[src/rtl/integer_stack_expression_unit_defines.svh]
// ----------------------------------------------------------------------------
// integer_stack_expression_unit_defines
// assertion macros used by the top rtl file of the stack expression unit
// ----------------------------------------------------------------------------
`ifndef INTEGER_STACK_EXPRESSION_UNIT_DEFINES_SVH
`define INTEGER_STACK_EXPRESSION_UNIT_DEFINES_SVH

// condition holds in the same cycle
`define ISU_ASSERT_IMP(lbl, ante, cons, msg) \
    lbl: assert property (@(posedge clk) disable iff (!rst_n) (ante) |-> (cons)) \
        else $error(msg);

// condition holds in the following cycle
`define ISU_ASSERT_NXT(lbl, ante, cons, msg) \
    lbl: assert property (@(posedge clk) disable iff (!rst_n) (ante) |=> (cons)) \
        else $error(msg);

`endif

[src/rtl/isu_pkg.sv]
// ----------------------------------------------------------------------------
// isu_pkg
// types, constants and decode helpers for the integer stack expression unit
// ----------------------------------------------------------------------------
package isu_pkg;

    localparam int STACK_DEPTH = 128;
    localparam int NUM_VARS    = 32;
    localparam int DATA_W      = 64;
    localparam int VIDX_W      = 5;
    localparam int TAG_W       = VIDX_W + 1;
    localparam int ENTRY_W     = TAG_W + DATA_W;
    localparam int STK_AW      = $clog2(STACK_DEPTH);
    localparam int DEPTH_W     = $clog2(STACK_DEPTH + 1);
    localparam int VAR_AW      = $clog2(NUM_VARS);
    localparam int OUT_DEPTH_W = 8;

    localparam logic [TAG_W-1:0] NO_TAG = {1'b1, {VIDX_W{1'b0}}};

    typedef enum logic [5:0] {
        CMD_PUSH_LIT = 6'd0,
        CMD_PUSH_VAR = 6'd1,
        CMD_CLEAR    = 6'd2,
        OP_LNOT      = 6'd3,
        OP_BNOT      = 6'd4,
        OP_POSTINC   = 6'd5,
        OP_POSTDEC   = 6'd6,
        OP_PLUS      = 6'd7,
        OP_NEG       = 6'd8,
        OP_AND       = 6'd9,
        OP_XOR       = 6'd10,
        OP_OR        = 6'd11,
        OP_MUL       = 6'd12,
        OP_DIV       = 6'd13,
        OP_MOD       = 6'd14,
        OP_ADD       = 6'd15,
        OP_SUB       = 6'd16,
        OP_SHL       = 6'd17,
        OP_SHR       = 6'd18,
        OP_LT        = 6'd19,
        OP_LE        = 6'd20,
        OP_GT        = 6'd21,
        OP_GE        = 6'd22,
        OP_EQ        = 6'd23,
        OP_NE        = 6'd24,
        OP_LAND      = 6'd25,
        OP_LOR       = 6'd26,
        OP_LXOR      = 6'd27,
        OP_COND      = 6'd28,
        OP_COLON     = 6'd29,
        OP_ASSIGN    = 6'd30,
        OP_ADD_ASN   = 6'd31,
        OP_SUB_ASN   = 6'd32,
        OP_MUL_ASN   = 6'd33,
        OP_DIV_ASN   = 6'd34,
        OP_MOD_ASN   = 6'd35,
        OP_AND_ASN   = 6'd36,
        OP_XOR_ASN   = 6'd37,
        OP_OR_ASN    = 6'd38,
        OP_SHL_ASN   = 6'd39,
        OP_SHR_ASN   = 6'd40,
        OP_LAND_ASN  = 6'd41,
        OP_LOR_ASN   = 6'd42,
        OP_LXOR_ASN  = 6'd43,
        OP_COMMA     = 6'd44,
        OP_PREINC    = 6'd45,
        OP_PREDEC    = 6'd46
    } cmd_t;

    typedef enum logic [2:0] {
        ERR_NONE     = 3'd0,
        ERR_OVERFLOW = 3'd1,
        ERR_EMPTY    = 3'd2,
        ERR_DIV_ZERO = 3'd3,
        ERR_LVALUE   = 3'd4
    } err_t;

    typedef enum logic [1:0] {
        MD_MUL = 2'd0,
        MD_DIV = 2'd1,
        MD_REM = 2'd2
    } md_op_t;

    typedef struct packed {
        logic   start;
        md_op_t op;
    } md_req_t;

    typedef struct packed {
        logic              done;
        logic [DATA_W-1:0] result;
    } md_rsp_t;

    typedef struct packed {
        logic              en;
        logic [VAR_AW-1:0] addr;
        logic [DATA_W-1:0] data;
    } var_wr_t;

    function automatic logic [1:0] operands_needed(cmd_t c);
        logic [1:0] n;
        case (c) inside
            OP_LNOT, OP_BNOT, OP_POSTINC, OP_POSTDEC, OP_PLUS, OP_NEG,
            OP_PREINC, OP_PREDEC: n = 2'd1;
            OP_COND:              n = 2'd3;
            OP_COLON:             n = 2'd0;
            default:              n = 2'd2;
        endcase
        return n;
    endfunction

    // compound assignments map onto their plain binary operator
    function automatic cmd_t base_op(cmd_t c);
        cmd_t b;
        case (c) inside
            OP_ADD_ASN:  b = OP_ADD;
            OP_SUB_ASN:  b = OP_SUB;
            OP_MUL_ASN:  b = OP_MUL;
            OP_DIV_ASN:  b = OP_DIV;
            OP_MOD_ASN:  b = OP_MOD;
            OP_AND_ASN:  b = OP_AND;
            OP_XOR_ASN:  b = OP_XOR;
            OP_OR_ASN:   b = OP_OR;
            OP_SHL_ASN:  b = OP_SHL;
            OP_SHR_ASN:  b = OP_SHR;
            OP_LAND_ASN: b = OP_LAND;
            OP_LOR_ASN:  b = OP_LOR;
            OP_LXOR_ASN: b = OP_LXOR;
            OP_AND, OP_XOR, OP_OR, OP_MUL, OP_DIV, OP_MOD, OP_ADD, OP_SUB,
            OP_SHL, OP_SHR, OP_LT, OP_LE, OP_GT, OP_GE, OP_EQ, OP_NE,
            OP_LAND, OP_LOR, OP_LXOR: b = c;
            default:     b = OP_ASSIGN;
        endcase
        return b;
    endfunction

endpackage

[src/rtl/isu_var_store.sv]
// ----------------------------------------------------------------------------
// isu_var_store
// variable store: synchronous memory with per-entry valid bits so that
// entries never written read back as zero after reset
// ----------------------------------------------------------------------------
module isu_var_store
(
    input  logic                         clk,
    input  logic                         rst_n,
    input  logic                         rd_en,
    input  logic [isu_pkg::VAR_AW-1:0]   rd_addr,
    output logic [isu_pkg::DATA_W-1:0]   rd_data,
    input  isu_pkg::var_wr_t             wr
);

    logic [isu_pkg::DATA_W-1:0]   mem [isu_pkg::NUM_VARS];
    logic [isu_pkg::NUM_VARS-1:0] valid_reg;
    logic [isu_pkg::DATA_W-1:0]   data_reg;
    logic                         hit_reg;

    always_ff @(posedge clk or negedge rst_n)
    begin
        if (!rst_n)
        begin
            valid_reg <= '0;
        end
        else if (wr.en)
        begin
            valid_reg[wr.addr] <= 1'b1;
        end
    end

    always_ff @(posedge clk)
    begin
        if (wr.en)
        begin
            mem[wr.addr] <= wr.data;
        end
        if (rd_en)
        begin
            data_reg <= mem[rd_addr];
            hit_reg  <= valid_reg[rd_addr];
        end
    end

    assign rd_data = hit_reg ? data_reg : '0;

endmodule

[config.mk]
export PLATFORM = sky130hd
export DESIGN_NAME = isu_var_store
export DESIGN_NICKNAME = d
export VERILOG_FILES = /design/src/rtl/integer_stack_expression_unit_defines.svh /design/src/rtl/isu_pkg.sv /design/src/rtl/isu_var_store.sv
export SDC_FILE = /design/constraint.sdc
export NUM_CORES = 2
export LEC_CHECK = 0
export BUFFER_PORTS_ARGS = -buffer_cell sky130_fd_sc_hd__buf_2
export CORE_MARGIN = 4
export CORE_UTILIZATION = 50
export CTS_CLUSTER_DIAMETER = 100
export DETAILED_ROUTE_END_ITERATION = 8
export GPL_ROUTABILITY_DRIVEN = 1
export HOLD_SLACK_MARGIN = 0.12
export PLACE_DENSITY = 0.78
export REMOVE_ABC_BUFFERS = 1
export SYNTH_ARGS = -nofsm -noshare
export SYNTH_HDL_FRONTEND = slang
export SYNTH_SLANG_ARGS = --single-unit
[constraint.sdc]
create_clock -name clk -period 3.3 [get_ports clk]
set_input_delay 0.66 -clock clk [delete_from_list [all_inputs] [get_ports clk]]
set_output_delay 0.66 -clock clk [all_outputs]
set_load 0.02 [all_outputs]
==> results_dict.tcl <==
set metrics [dict create \
    status "completed" \
    relSlewSlack_pct 40.8 \
    path_clk_slew_ns 0.07 \
    post_synth_num_cell_types 31 \
    met1_length_um 71400 \
    dp.cells 5598 \
    core-area_sq_um 161000 \
    routed_wl_um 210000 \
    die_h_um 411 \
    cts.repair.resized 0 \
    multi_input_area_sq_um 16500 \
    vias_per_cell 6.48 \
    min_period_over_period_pct 88.2 \
    p_leak_uw 0.0292 \
    startpoint_type "flop" \
    wl_met3_um 24900 \
    arrival_ns 2.25 \
    cts.sinks 2145 \
    synth_seq_cells 2145 \
    grt_max_degree 58 \
    final_cell_mix "2113 x edfxtp_1, 609 x mux4_2, 197 x clkbuf_16" \
    syn_area_sq_um 81200 \
    fin_util_pct 57.6 \
    initial_utilization_pct 50.4 \
    peakVddDrop_mv 0.660 \
    nets 3712 \
    htree_num_levels 4 \
    drive_above_1_share_pct 35.9 \
    grt_overflow 0 \
    layout_commonest_cell "edfxtp_1" \
    finalNonFillerCells 5972 \
    ys_warn_count 0 \
    cts_tree "done" \
    cellPowerDensity_nw_per_um2 598 \
    ys_seq_area_share_pct 79.1 \
    antenna_found_initial 28 \
    place_congestion 0.747 \
    avgSynthCellArea_sq_um 24.9 \
    highest_layer "met5" \
    fill_cells 10900 \
    required_ns 2.64 \
    synth-edff-count 2113 \
    met2_length_um 105000 \
    rsz0062_at_grt "false" \
    path_max_fanout 34 \
    async_flop_share_pct 1.49 \
    tightest_slew_ns 0.884 \
    portBuffers 141 \
    critPathKind "reg2out" \
    seq_area_sq_um 64300 \
    largest_reg_flops 2048 \
    cts_buffer_depth 3 \
    clock_latency_ns 0.83 \
    fin_worst_skew_ns 0.0278 \
    syn_inst 3263 \
    grt_first_pass_wirelength_um 297000 \
    finalPower_uw 55500 \
    fmax_mhz 343 \
    synthFlopType "edfxtp_1" \
    final_hold_viol_count 0 \
    num_rows 147 \
    drcViolationCount 0 \
    wire_per_inst_um 35.2 \
    die_area_sq_um 169000 \
    hp-class "in2reg" \
    grt.total_usage_pct 25.1 \
    cts_root_buf "clkbuf_16" \
    timing.max_cap.violations 0 \
    dr.pass1.iters 5 \
    min_period_ns 2.91 \
    final_max_slew_viol_count 0 \
    grt_pass1_vias 39900 \
    endpoint_kind "primary output" \
    drtAntennaViolNets 0 \
    ios 142 \
    die_w_um 411 \
    num_vias 38700 \
    synthToLayoutAreaGrowth_pct 14.3 \
    finalSetupTns_ns 0 \
    finalSetupViolations 0 \
    drt_iter0_drc 6483 \
    cts_made_buffers 193 \
    dpl.hpwl_um 101000 \
]
==> where the power goes <==
group | switching, uW | leakage, uW | internal (uW)
sequential | 185 | 0.0194 | 30400
clock | 9810 | 0.00297 | 12000
combinational | 1770 | 0.00680 | 1390
total | 11800 | 0.0292 | 43800
==> cell families (layout without fill, tap and decap cells) <==
logic type | Yosys count | count (layout) | synth area share [%]
and+or+nand+nor | 176 | 176 | 1.18
AOI/OAI and AO/OA | 62 | 62 | 0.557
muxes | 710 | 710 | 18.2
DFF | 2145 | 2145 | 79.1
buffers and inverters | 170 | 705 | 0.942
other | 0 | 14 | 0
==> synth_stat cells (all sizes together), types with 2 or more instances <==
library cell / count / share of area [%]
edfxtp: 2113 / 78
mux4: 609 / 17
buf: 98 / 0.61
mux2: 73 / 1.0
clkbuf: 70 / 0.32
and2: 65 / 0.50
nor2: 37 / 0.17
or2: 33 / 0.25
dfrtp: 32 / 0.99
mux2i: 28 / 0.34
nand2: 23 / 0.11
o22ai: 21 / 0.16
a221oi: 16 / 0.17
a22oi: 7 / 0.065
o21ai: 7 / 0.043
a2bb2oi: 5 / 0.054
nand3b: 5 / 0.046
nand3: 4 / 0.025
nor2b: 3 / 0.023
or3b: 3 / 0.032
a21boi: 2 / 0.018
inv: 2 / 0.0092
nand2b: 2 / 0.015
o221ai: 2 / 0.022
==> routing by layer <==
metal / vias to the layer above / global-route usage (%)
met4: 14 / 10.2
met3: 517 / 5.90
li1: 14800 / -
met5: - / 0
met2: 2888 / 40.7
met1: 20400 / 33.2
==> metrics by stage <==
step / cell area, sq um / hold slack [ns] / setup WS (ns)
2_1_floorplan: 80500 / 0.364 / -1.18
3_3_place_gp: 86700 / 0.446 / 0.286
3_5_place_dp: 86700 / 0.450 / 0.280
4_1_cts: 92800 / 0.254 / 0.345
5_1_grt: 92800 / 0.309 / 0.276
6_report: 92800 / 0.305 / 0.388
==> worst max-delay path: stages (launching register included) <==
cell and delay, ns:
edfxtp_1 0.35, buf_4 0.47, and2_1 0.35, buf_2 0.22
==> timing repair <==
| item | in CTS | in global routing |
|---|---|---|
| setup endpoints to repair | 0 | 0 |
| buffers inserted | 0 | 0 |
| hold buffers | 1 | 0 |
| hold endpoints to repair | 32 | 0 |
==> final cells by class <==
| class | instances | share of cell area [%] |
|---|---|---|
| Timing Repair Buffer | 344 | 3.53 |
| Tap cell | 2160 | 2.91 |
| Clock inverter | 110 | 0.964 |
| Multi-Input combinational cell | 948 | 17.7 |
| Clock buffer | 249 | 5.57 |
| Sequential cell | 2145 | 69.2 |
| Antenna cell | 14 | 0.0377 |
| Inverter | 2 | 0.0216 |
==> worst paths after layout <==
kind,from,end,slack (ns),cells after the start
max in group asynchronous,rst_n,valid_reg[24],2.24,2
worst min register to register,valid_reg[6],valid_reg[6],0.46,1
worst max register to register,mem[5][51],data_reg[51],1.33,3
worst max-delay path,hit_reg,rd_data[40],0.39,3
min in group asynchronous,rst_n,valid_reg[13],0.60,2
worst min-delay path,wr[25],mem[9][25],0.31,1
Note: power is estimated with default switching activity, not from simulation.
