[src/rtl/integer_stack_expression_unit_defines.svh]
// ----------------------------------------------------------------------------
// integer_stack_expression_unit_defines
// assertion macros used by the top rtl file of the stack expression unit
// ----------------------------------------------------------------------------
`ifndef INTEGER_STACK_EXPRESSION_UNIT_DEFINES_SVH
`define INTEGER_STACK_EXPRESSION_UNIT_DEFINES_SVH

// condition holds in the same cycle
`define ISU_ASSERT_IMP(lbl, ante, cons, msg) \
    lbl: assert property (@(posedge clk) disable iff (!rst_n) (ante) |-> (cons)) \
        else $error(msg);

// condition holds in the following cycle
`define ISU_ASSERT_NXT(lbl, ante, cons, msg) \
    lbl: assert property (@(posedge clk) disable iff (!rst_n) (ante) |=> (cons)) \
        else $error(msg);

`endif

[src/rtl/isu_pkg.sv]
// ----------------------------------------------------------------------------
// isu_pkg
// types, constants and decode helpers for the integer stack expression unit
// ----------------------------------------------------------------------------
package isu_pkg;

    localparam int STACK_DEPTH = 128;
    localparam int NUM_VARS    = 32;
    localparam int DATA_W      = 64;
    localparam int VIDX_W      = 5;
    localparam int TAG_W       = VIDX_W + 1;
    localparam int ENTRY_W     = TAG_W + DATA_W;
    localparam int STK_AW      = $clog2(STACK_DEPTH);
    localparam int DEPTH_W     = $clog2(STACK_DEPTH + 1);
    localparam int VAR_AW      = $clog2(NUM_VARS);
    localparam int OUT_DEPTH_W = 8;

    localparam logic [TAG_W-1:0] NO_TAG = {1'b1, {VIDX_W{1'b0}}};

    typedef enum logic [5:0] {
        CMD_PUSH_LIT = 6'd0,
        CMD_PUSH_VAR = 6'd1,
        CMD_CLEAR    = 6'd2,
        OP_LNOT      = 6'd3,
        OP_BNOT      = 6'd4,
        OP_POSTINC   = 6'd5,
        OP_POSTDEC   = 6'd6,
        OP_PLUS      = 6'd7,
        OP_NEG       = 6'd8,
        OP_AND       = 6'd9,
        OP_XOR       = 6'd10,
        OP_OR        = 6'd11,
        OP_MUL       = 6'd12,
        OP_DIV       = 6'd13,
        OP_MOD       = 6'd14,
        OP_ADD       = 6'd15,
        OP_SUB       = 6'd16,
        OP_SHL       = 6'd17,
        OP_SHR       = 6'd18,
        OP_LT        = 6'd19,
        OP_LE        = 6'd20,
        OP_GT        = 6'd21,
        OP_GE        = 6'd22,
        OP_EQ        = 6'd23,
        OP_NE        = 6'd24,
        OP_LAND      = 6'd25,
        OP_LOR       = 6'd26,
        OP_LXOR      = 6'd27,
        OP_COND      = 6'd28,
        OP_COLON     = 6'd29,
        OP_ASSIGN    = 6'd30,
        OP_ADD_ASN   = 6'd31,
        OP_SUB_ASN   = 6'd32,
        OP_MUL_ASN   = 6'd33,
        OP_DIV_ASN   = 6'd34,
        OP_MOD_ASN   = 6'd35,
        OP_AND_ASN   = 6'd36,
        OP_XOR_ASN   = 6'd37,
        OP_OR_ASN    = 6'd38,
        OP_SHL_ASN   = 6'd39,
        OP_SHR_ASN   = 6'd40,
        OP_LAND_ASN  = 6'd41,
        OP_LOR_ASN   = 6'd42,
        OP_LXOR_ASN  = 6'd43,
        OP_COMMA     = 6'd44,
        OP_PREINC    = 6'd45,
        OP_PREDEC    = 6'd46
    } cmd_t;

    typedef enum logic [2:0] {
        ERR_NONE     = 3'd0,
        ERR_OVERFLOW = 3'd1,
        ERR_EMPTY    = 3'd2,
        ERR_DIV_ZERO = 3'd3,
        ERR_LVALUE   = 3'd4
    } err_t;

    typedef enum logic [1:0] {
        MD_MUL = 2'd0,
        MD_DIV = 2'd1,
        MD_REM = 2'd2
    } md_op_t;

    typedef struct packed {
        logic   start;
        md_op_t op;
    } md_req_t;

    typedef struct packed {
        logic              done;
        logic [DATA_W-1:0] result;
    } md_rsp_t;

    typedef struct packed {
        logic              en;
        logic [VAR_AW-1:0] addr;
        logic [DATA_W-1:0] data;
    } var_wr_t;

    function automatic logic [1:0] operands_needed(cmd_t c);
        logic [1:0] n;
        case (c) inside
            OP_LNOT, OP_BNOT, OP_POSTINC, OP_POSTDEC, OP_PLUS, OP_NEG,
            OP_PREINC, OP_PREDEC: n = 2'd1;
            OP_COND:              n = 2'd3;
            OP_COLON:             n = 2'd0;
            default:              n = 2'd2;
        endcase
        return n;
    endfunction

    // compound assignments map onto their plain binary operator
    function automatic cmd_t base_op(cmd_t c);
        cmd_t b;
        case (c) inside
            OP_ADD_ASN:  b = OP_ADD;
            OP_SUB_ASN:  b = OP_SUB;
            OP_MUL_ASN:  b = OP_MUL;
            OP_DIV_ASN:  b = OP_DIV;
            OP_MOD_ASN:  b = OP_MOD;
            OP_AND_ASN:  b = OP_AND;
            OP_XOR_ASN:  b = OP_XOR;
            OP_OR_ASN:   b = OP_OR;
            OP_SHL_ASN:  b = OP_SHL;
            OP_SHR_ASN:  b = OP_SHR;
            OP_LAND_ASN: b = OP_LAND;
            OP_LOR_ASN:  b = OP_LOR;
            OP_LXOR_ASN: b = OP_LXOR;
            OP_AND, OP_XOR, OP_OR, OP_MUL, OP_DIV, OP_MOD, OP_ADD, OP_SUB,
            OP_SHL, OP_SHR, OP_LT, OP_LE, OP_GT, OP_GE, OP_EQ, OP_NE,
            OP_LAND, OP_LOR, OP_LXOR: b = c;
            default:     b = OP_ASSIGN;
        endcase
        return b;
    endfunction

endpackage

[src/rtl/isu_muldiv.sv]
// ----------------------------------------------------------------------------
// isu_muldiv
// multi-cycle 64-bit multiplier (three 32x32 partial products) and
// restoring signed divider (one quotient bit per cycle)
// ----------------------------------------------------------------------------
module isu_muldiv
(
    input  logic                         clk,
    input  logic                         rst_n,
    input  isu_pkg::md_req_t             req,
    input  logic [isu_pkg::DATA_W-1:0]   opa,
    input  logic [isu_pkg::DATA_W-1:0]   opb,
    output isu_pkg::md_rsp_t             rsp
);

    typedef enum logic [2:0] {
        MS_IDLE = 3'b001,
        MS_MUL  = 3'b010,
        MS_DIV  = 3'b100
    } md_state_t;

    md_state_t                    state_reg;
    isu_pkg::md_op_t              op_reg;
    logic [isu_pkg::DATA_W-1:0]   a_reg;
    logic [isu_pkg::DATA_W-1:0]   b_reg;
    logic [isu_pkg::DATA_W-1:0]   acc_reg;
    logic [isu_pkg::DATA_W-1:0]   quot_reg;
    logic [isu_pkg::DATA_W-1:0]   rem_reg;
    logic [5:0]                   cnt_reg;
    logic                         neg_q_reg;
    logic                         neg_r_reg;
    logic                         done_reg;
    logic [isu_pkg::DATA_W-1:0]   result_reg;

    logic [31:0]                  mx;
    logic [31:0]                  my;
    logic [63:0]                  prod;
    logic [isu_pkg::DATA_W-1:0]   acc_next;
    logic [isu_pkg::DATA_W:0]     r2;
    logic [isu_pkg::DATA_W:0]     diff;
    logic                         ge;
    logic [isu_pkg::DATA_W-1:0]   quot_next;
    logic [isu_pkg::DATA_W-1:0]   rem_next;
    logic [isu_pkg::DATA_W-1:0]   ua;
    logic [isu_pkg::DATA_W-1:0]   ub;

    assign ua = opa[isu_pkg::DATA_W-1] ? (~opa + 1'b1) : opa;
    assign ub = opb[isu_pkg::DATA_W-1] ? (~opb + 1'b1) : opb;

    // low 64 bits only: al*bl + ((al*bh + ah*bl) << 32)
    always_comb
    begin
        mx = (cnt_reg == 6'd2) ? a_reg[63:32] : a_reg[31:0];
        my = (cnt_reg == 6'd1) ? b_reg[63:32] : b_reg[31:0];
        prod = {32'b0, mx} * {32'b0, my};
        if (cnt_reg == 6'd0)
        begin
            acc_next = prod;
        end
        else
        begin
            acc_next = acc_reg + {prod[31:0], 32'b0};
        end
    end

    always_comb
    begin
        r2        = {rem_reg, quot_reg[isu_pkg::DATA_W-1]};
        diff      = r2 - {1'b0, b_reg};
        ge        = (r2 >= {1'b0, b_reg});
        rem_next  = ge ? diff[isu_pkg::DATA_W-1:0] : r2[isu_pkg::DATA_W-1:0];
        quot_next = {quot_reg[isu_pkg::DATA_W-2:0], ge};
    end

    always_ff @(posedge clk or negedge rst_n)
    begin
        if (!rst_n)
        begin
            state_reg <= MS_IDLE;
            done_reg  <= 1'b0;
        end
        else
        begin
            done_reg <= 1'b0;
            unique case (state_reg)
                MS_IDLE:
                begin
                    if (req.start)
                    begin
                        state_reg <= (req.op == isu_pkg::MD_MUL) ? MS_MUL : MS_DIV;
                    end
                end
                MS_MUL:
                begin
                    if (cnt_reg == 6'd2)
                    begin
                        done_reg  <= 1'b1;
                        state_reg <= MS_IDLE;
                    end
                end
                MS_DIV:
                begin
                    if (cnt_reg == 6'd63)
                    begin
                        done_reg  <= 1'b1;
                        state_reg <= MS_IDLE;
                    end
                end
                default:
                begin
                    state_reg <= MS_IDLE;
                end
            endcase
        end
    end

    always_ff @(posedge clk)
    begin
        if (state_reg == MS_IDLE && req.start)
        begin
            op_reg    <= req.op;
            cnt_reg   <= 6'd0;
            acc_reg   <= '0;
            rem_reg   <= '0;
            neg_q_reg <= opa[isu_pkg::DATA_W-1] ^ opb[isu_pkg::DATA_W-1];
            neg_r_reg <= opa[isu_pkg::DATA_W-1];
            if (req.op == isu_pkg::MD_MUL)
            begin
                a_reg <= opa;
                b_reg <= opb;
            end
            else
            begin
                b_reg    <= ub;
                quot_reg <= ua;
            end
        end
        else if (state_reg == MS_MUL)
        begin
            acc_reg <= acc_next;
            cnt_reg <= cnt_reg + 6'd1;
            if (cnt_reg == 6'd2)
            begin
                result_reg <= acc_next;
            end
        end
        else if (state_reg == MS_DIV)
        begin
            quot_reg <= quot_next;
            rem_reg  <= rem_next;
            cnt_reg  <= cnt_reg + 6'd1;
            if (cnt_reg == 6'd63)
            begin
                if (op_reg == isu_pkg::MD_DIV)
                begin
                    result_reg <= neg_q_reg ? (~quot_next + 1'b1) : quot_next;
                end
                else
                begin
                    result_reg <= neg_r_reg ? (~rem_next + 1'b1) : rem_next;
                end
            end
        end
    end

    assign rsp.done   = done_reg;
    assign rsp.result = result_reg;

endmodule

[config.mk]
export PLATFORM = sky130hd
export DESIGN_NAME = isu_muldiv
export DESIGN_NICKNAME = d
export VERILOG_FILES = /design/src/rtl/integer_stack_expression_unit_defines.svh /design/src/rtl/isu_pkg.sv /design/src/rtl/isu_muldiv.sv
export SDC_FILE = /design/constraint.sdc
export NUM_CORES = 2
export LEC_CHECK = 0
export BUFFER_PORTS_ARGS = -buffer_cell sky130_fd_sc_hd__buf_2
export CAP_MARGIN = 20
export CORE_MARGIN = 2
export CORE_UTILIZATION = 50
export CTS_CLUSTER_DIAMETER = 30
export DETAILED_ROUTE_END_ITERATION = 6
export PLACE_DENSITY_LB_ADDON = 0.2
export SYNTH_ARGS = -nofsm -noshare
export SYNTH_HDL_FRONTEND = slang
export SYNTH_SLANG_ARGS = --single-unit
[constraint.sdc]
create_clock -name clk -period 11.1 [get_ports clk]
set_input_delay 1.11 -clock clk [delete_from_list [all_inputs] [get_ports clk]]
set_output_delay 1.11 -clock clk [all_outputs]
set_load 0.01 [all_outputs]
==> reports/summary.txt <==
Port Buffers -> 197
WP buf/inv -> 10
worst-path fanout max -> 43
Sink Count -> 398
Worst Path Arrival -> 11.24 ns
synth unique cells -> 98
number of buffers created by CTS -> 101
CTS tree -> yes
DP Area -> 0.0649 mm2
# IOs -> 198
GRT overflow -> 0
worst hold path class -> in -> async
Setup-failing EPs final -> 0
failing checks -> design-rule violations
worst hold margin -> 0.267 ns
Iteration-0 DRC Markers -> 6816
sequential fraction of the synthesis area -> 17.3%
Clk Latency, worst-skew pair -> 0.73 ns
RePlAce Congestion -> 1.04
antenna viol nets, final -> 0
Ys Warns -> 0
worst-margin pin slew -> 1.22 ns
status -> finished, violations left
share of layout cells above drive strength 1 -> 10.2%
ys async rst share -> 1.01%
final worst path period share -> 97.2%
CTS Hold Bufs -> 0
design area -> 0.0688 mm2
largest net degree at the start of global routing -> 112
final routed DRC violation total -> 1
Clock Tree Buf Depth -> 3
syn_area_per_cell -> 8.49 um2
Synth Flop Type -> edfxtp_1
vias -> 55055
Net Count, Synth -> 8603
Post-DP HPWL -> 203000 um
Crit-path slowest cell -> fa_1
r2r setup slk -> 0.32 ns
RSZ-0062 raised after global routing -> false
Setup CP Type -> reg -> reg
area of the die -> 0.125 mm2
crit path time final -> 10.78 ns
critical path required time -> 11.56 ns
chip height -> 354 um
FILL cells -> 11235
average wire per standard cell -> 26.7 um
Reg clk slew, reported paths -> 0.05 ns
routed wire length -> 243000 um
most frequent cell on the critical path -> fa_1
DR pass1 iterations -> 7
die width -> 354 um
starting density of the core -> 50.3%
nature of the critical path startpoint -> register
crit end category -> register
P&R area growth vs syn -> 12.5%
Hold Violations, Final -> 0
number of global-route vias before repair -> 53973
EDFF count, synth -> 260
first-pass GRT wire length -> 358000 um
CTS root buf -> clkbuf_16
max cap viols -> 0
Fin Setup TNS -> 0 ns
Final Slew Violations -> 0
vias per cell -> 6.04
Nets -> 8785
core footprint -> 0.122 mm2
highest clock rate -> 0.0927 GHz
FF-to-FF End -> result_reg[62]
Seq cells post-synth -> 398
Max stage delay on crit path -> 0.65 ns
Total Routing Usage GR -> 38.9%
R2R depth -> 39
critical path's top delay family -> adder cells
Max-slew headroom -> 18.2%
Cell Area, Synth -> 0.0611 mm2
std cell rows -> 128
H-tree levels -> 3
Clock Skews -> 0.0771 ns
initial antenna violation count -> 33
Worst R2R Start -> cnt_reg[1]
Syn Inst Count -> 7204
[metal layers]
layer / routed length (um) / track usage (%) / vias up / share of wire, %
li1: - / - / 23937 / -
met1: 98800 / 54.8 / 27445 / 41
met3: 29800 / 10.4 / 515 / 12
met4: 12200 / 15.9 / 22 / 5.0
met5: 134 / 0 / - / 0.055
met2: 102000 / 56.6 / 3136 / 42
[synth_stat cells, types with 13 or more instances]
cell type	count	area share, %
nor4_1	32	0.33
a221oi_1	13	0.19
o41ai_1	22	0.32
clkbuf_1	324	2.0
o21a_1	23	0.28
a31oi_1	33	0.34
a21boi_0	13	0.16
nor2b_1	27	0.28
xnor2_1	157	2.2
nand2b_1	37	0.38
a211oi_1	54	0.66
o211ai_1	32	0.39
o21bai_1	23	0.28
edfxtp_1	260	13
or3_1	41	0.42
nand2_1	1122	6.9
or2_2	22	0.23
nand4_1	62	0.63
and3_1	30	0.31
a21oi_1	363	3.0
nor3_1	88	0.72
a21o_1	103	1.3
nand3_1	135	1.1
mux2_2	39	0.72
fa_1	898	29
and2_1	35	0.36
or4_1	26	0.32
mux2i_1	74	1.2
o21ai_0	401	3.3
o21ai_1	13	0.11
ha_1	368	7.5
inv_1	1034	6.3
dfxtp_1	134	4.4
nor2_1	653	4.0
buf_1	26	0.16
xor2_1	207	3.0
o31ai_1	73	0.90
[cell families after synthesis]
group,synth area share [%]
simple gates,17.0
buf+inv,8.69
compound gates,12.9
fa+ha+maj,36.9
flops,17.3
xor+xnor,5.21
mux,1.93
[layout by cell type, fill, tap and decap left out, types with 33 or more instances in the layout]
cell and instances:
a211oi_1 54, a21o_1 103, a21oi_1 358, a31oi_1 33
and2_1 34, buf_2 197, buf_4 236, clkbuf_16 104
dfxtp_1 134, edfxtp_1 260, fa_1 898, ha_1 368
inv_1 1034, mux2_2 39, mux2i_1 63, nand2_1 1116
nand2b_1 36, nand3_1 135, nand4_1 62, nor2_1 652
nor3_1 87, o21ai_0 398, o31ai_1 73, or3_1 41
xnor2_1 157, xor2_1 207
[layout make-up]
cell class	instances	area, um2	share of cell area (%)
multi-input cells	5404	45500	66.1
flip-flops and latches	398	10600	15.4
inverters	1036	3890	5.66
repair buffers	445	2980	4.34
clock buffers	118	2720	3.95
well taps	1625	2030	2.96
clock inverters	73	1060	1.54
diodes	12	30.0	0.0437
[timing repair]
action                     in CTS  in global routing
setup endpoints to repair       0                 24
buffers inserted                0                  1
resized for setup               0                 13
[how the worst max path moves through the flow]
stage | slack [ns] | startpoint | endpoint | cells after the start
5_1_grt | 0.01 | cnt_reg[3] | result_reg[63] | 39
4_1_cts | 0.07 | cnt_reg[1] | result_reg[63] | 39
6_report | 0.32 | cnt_reg[1] | result_reg[62] | 39
3_3_place_gp | 0.07 | cnt_reg[5] | result_reg[63] | 38
3_5_place_dp | 0.12 | cnt_reg[1] | result_reg[63] | 39
2_1_floorplan | 0.35 | cnt_reg[0] | result_reg[63] | 44
[metrics by stage]
step           setup WS [ns]  std cells  utilization, %
3_5_place_dp           0.123       8906            53.4
6_report               0.316       9111            56.6
2_1_floorplan          0.352       7204               -
4_1_cts               0.0731       9097            56.5
5_1_grt               0.0141       9104            56.6
3_3_place_gp          0.0675       8906            53.4
Power is left out: the tool's default activity adds up to more than one toggle a clock period on the data nets, which glitch-free logic cannot reach.
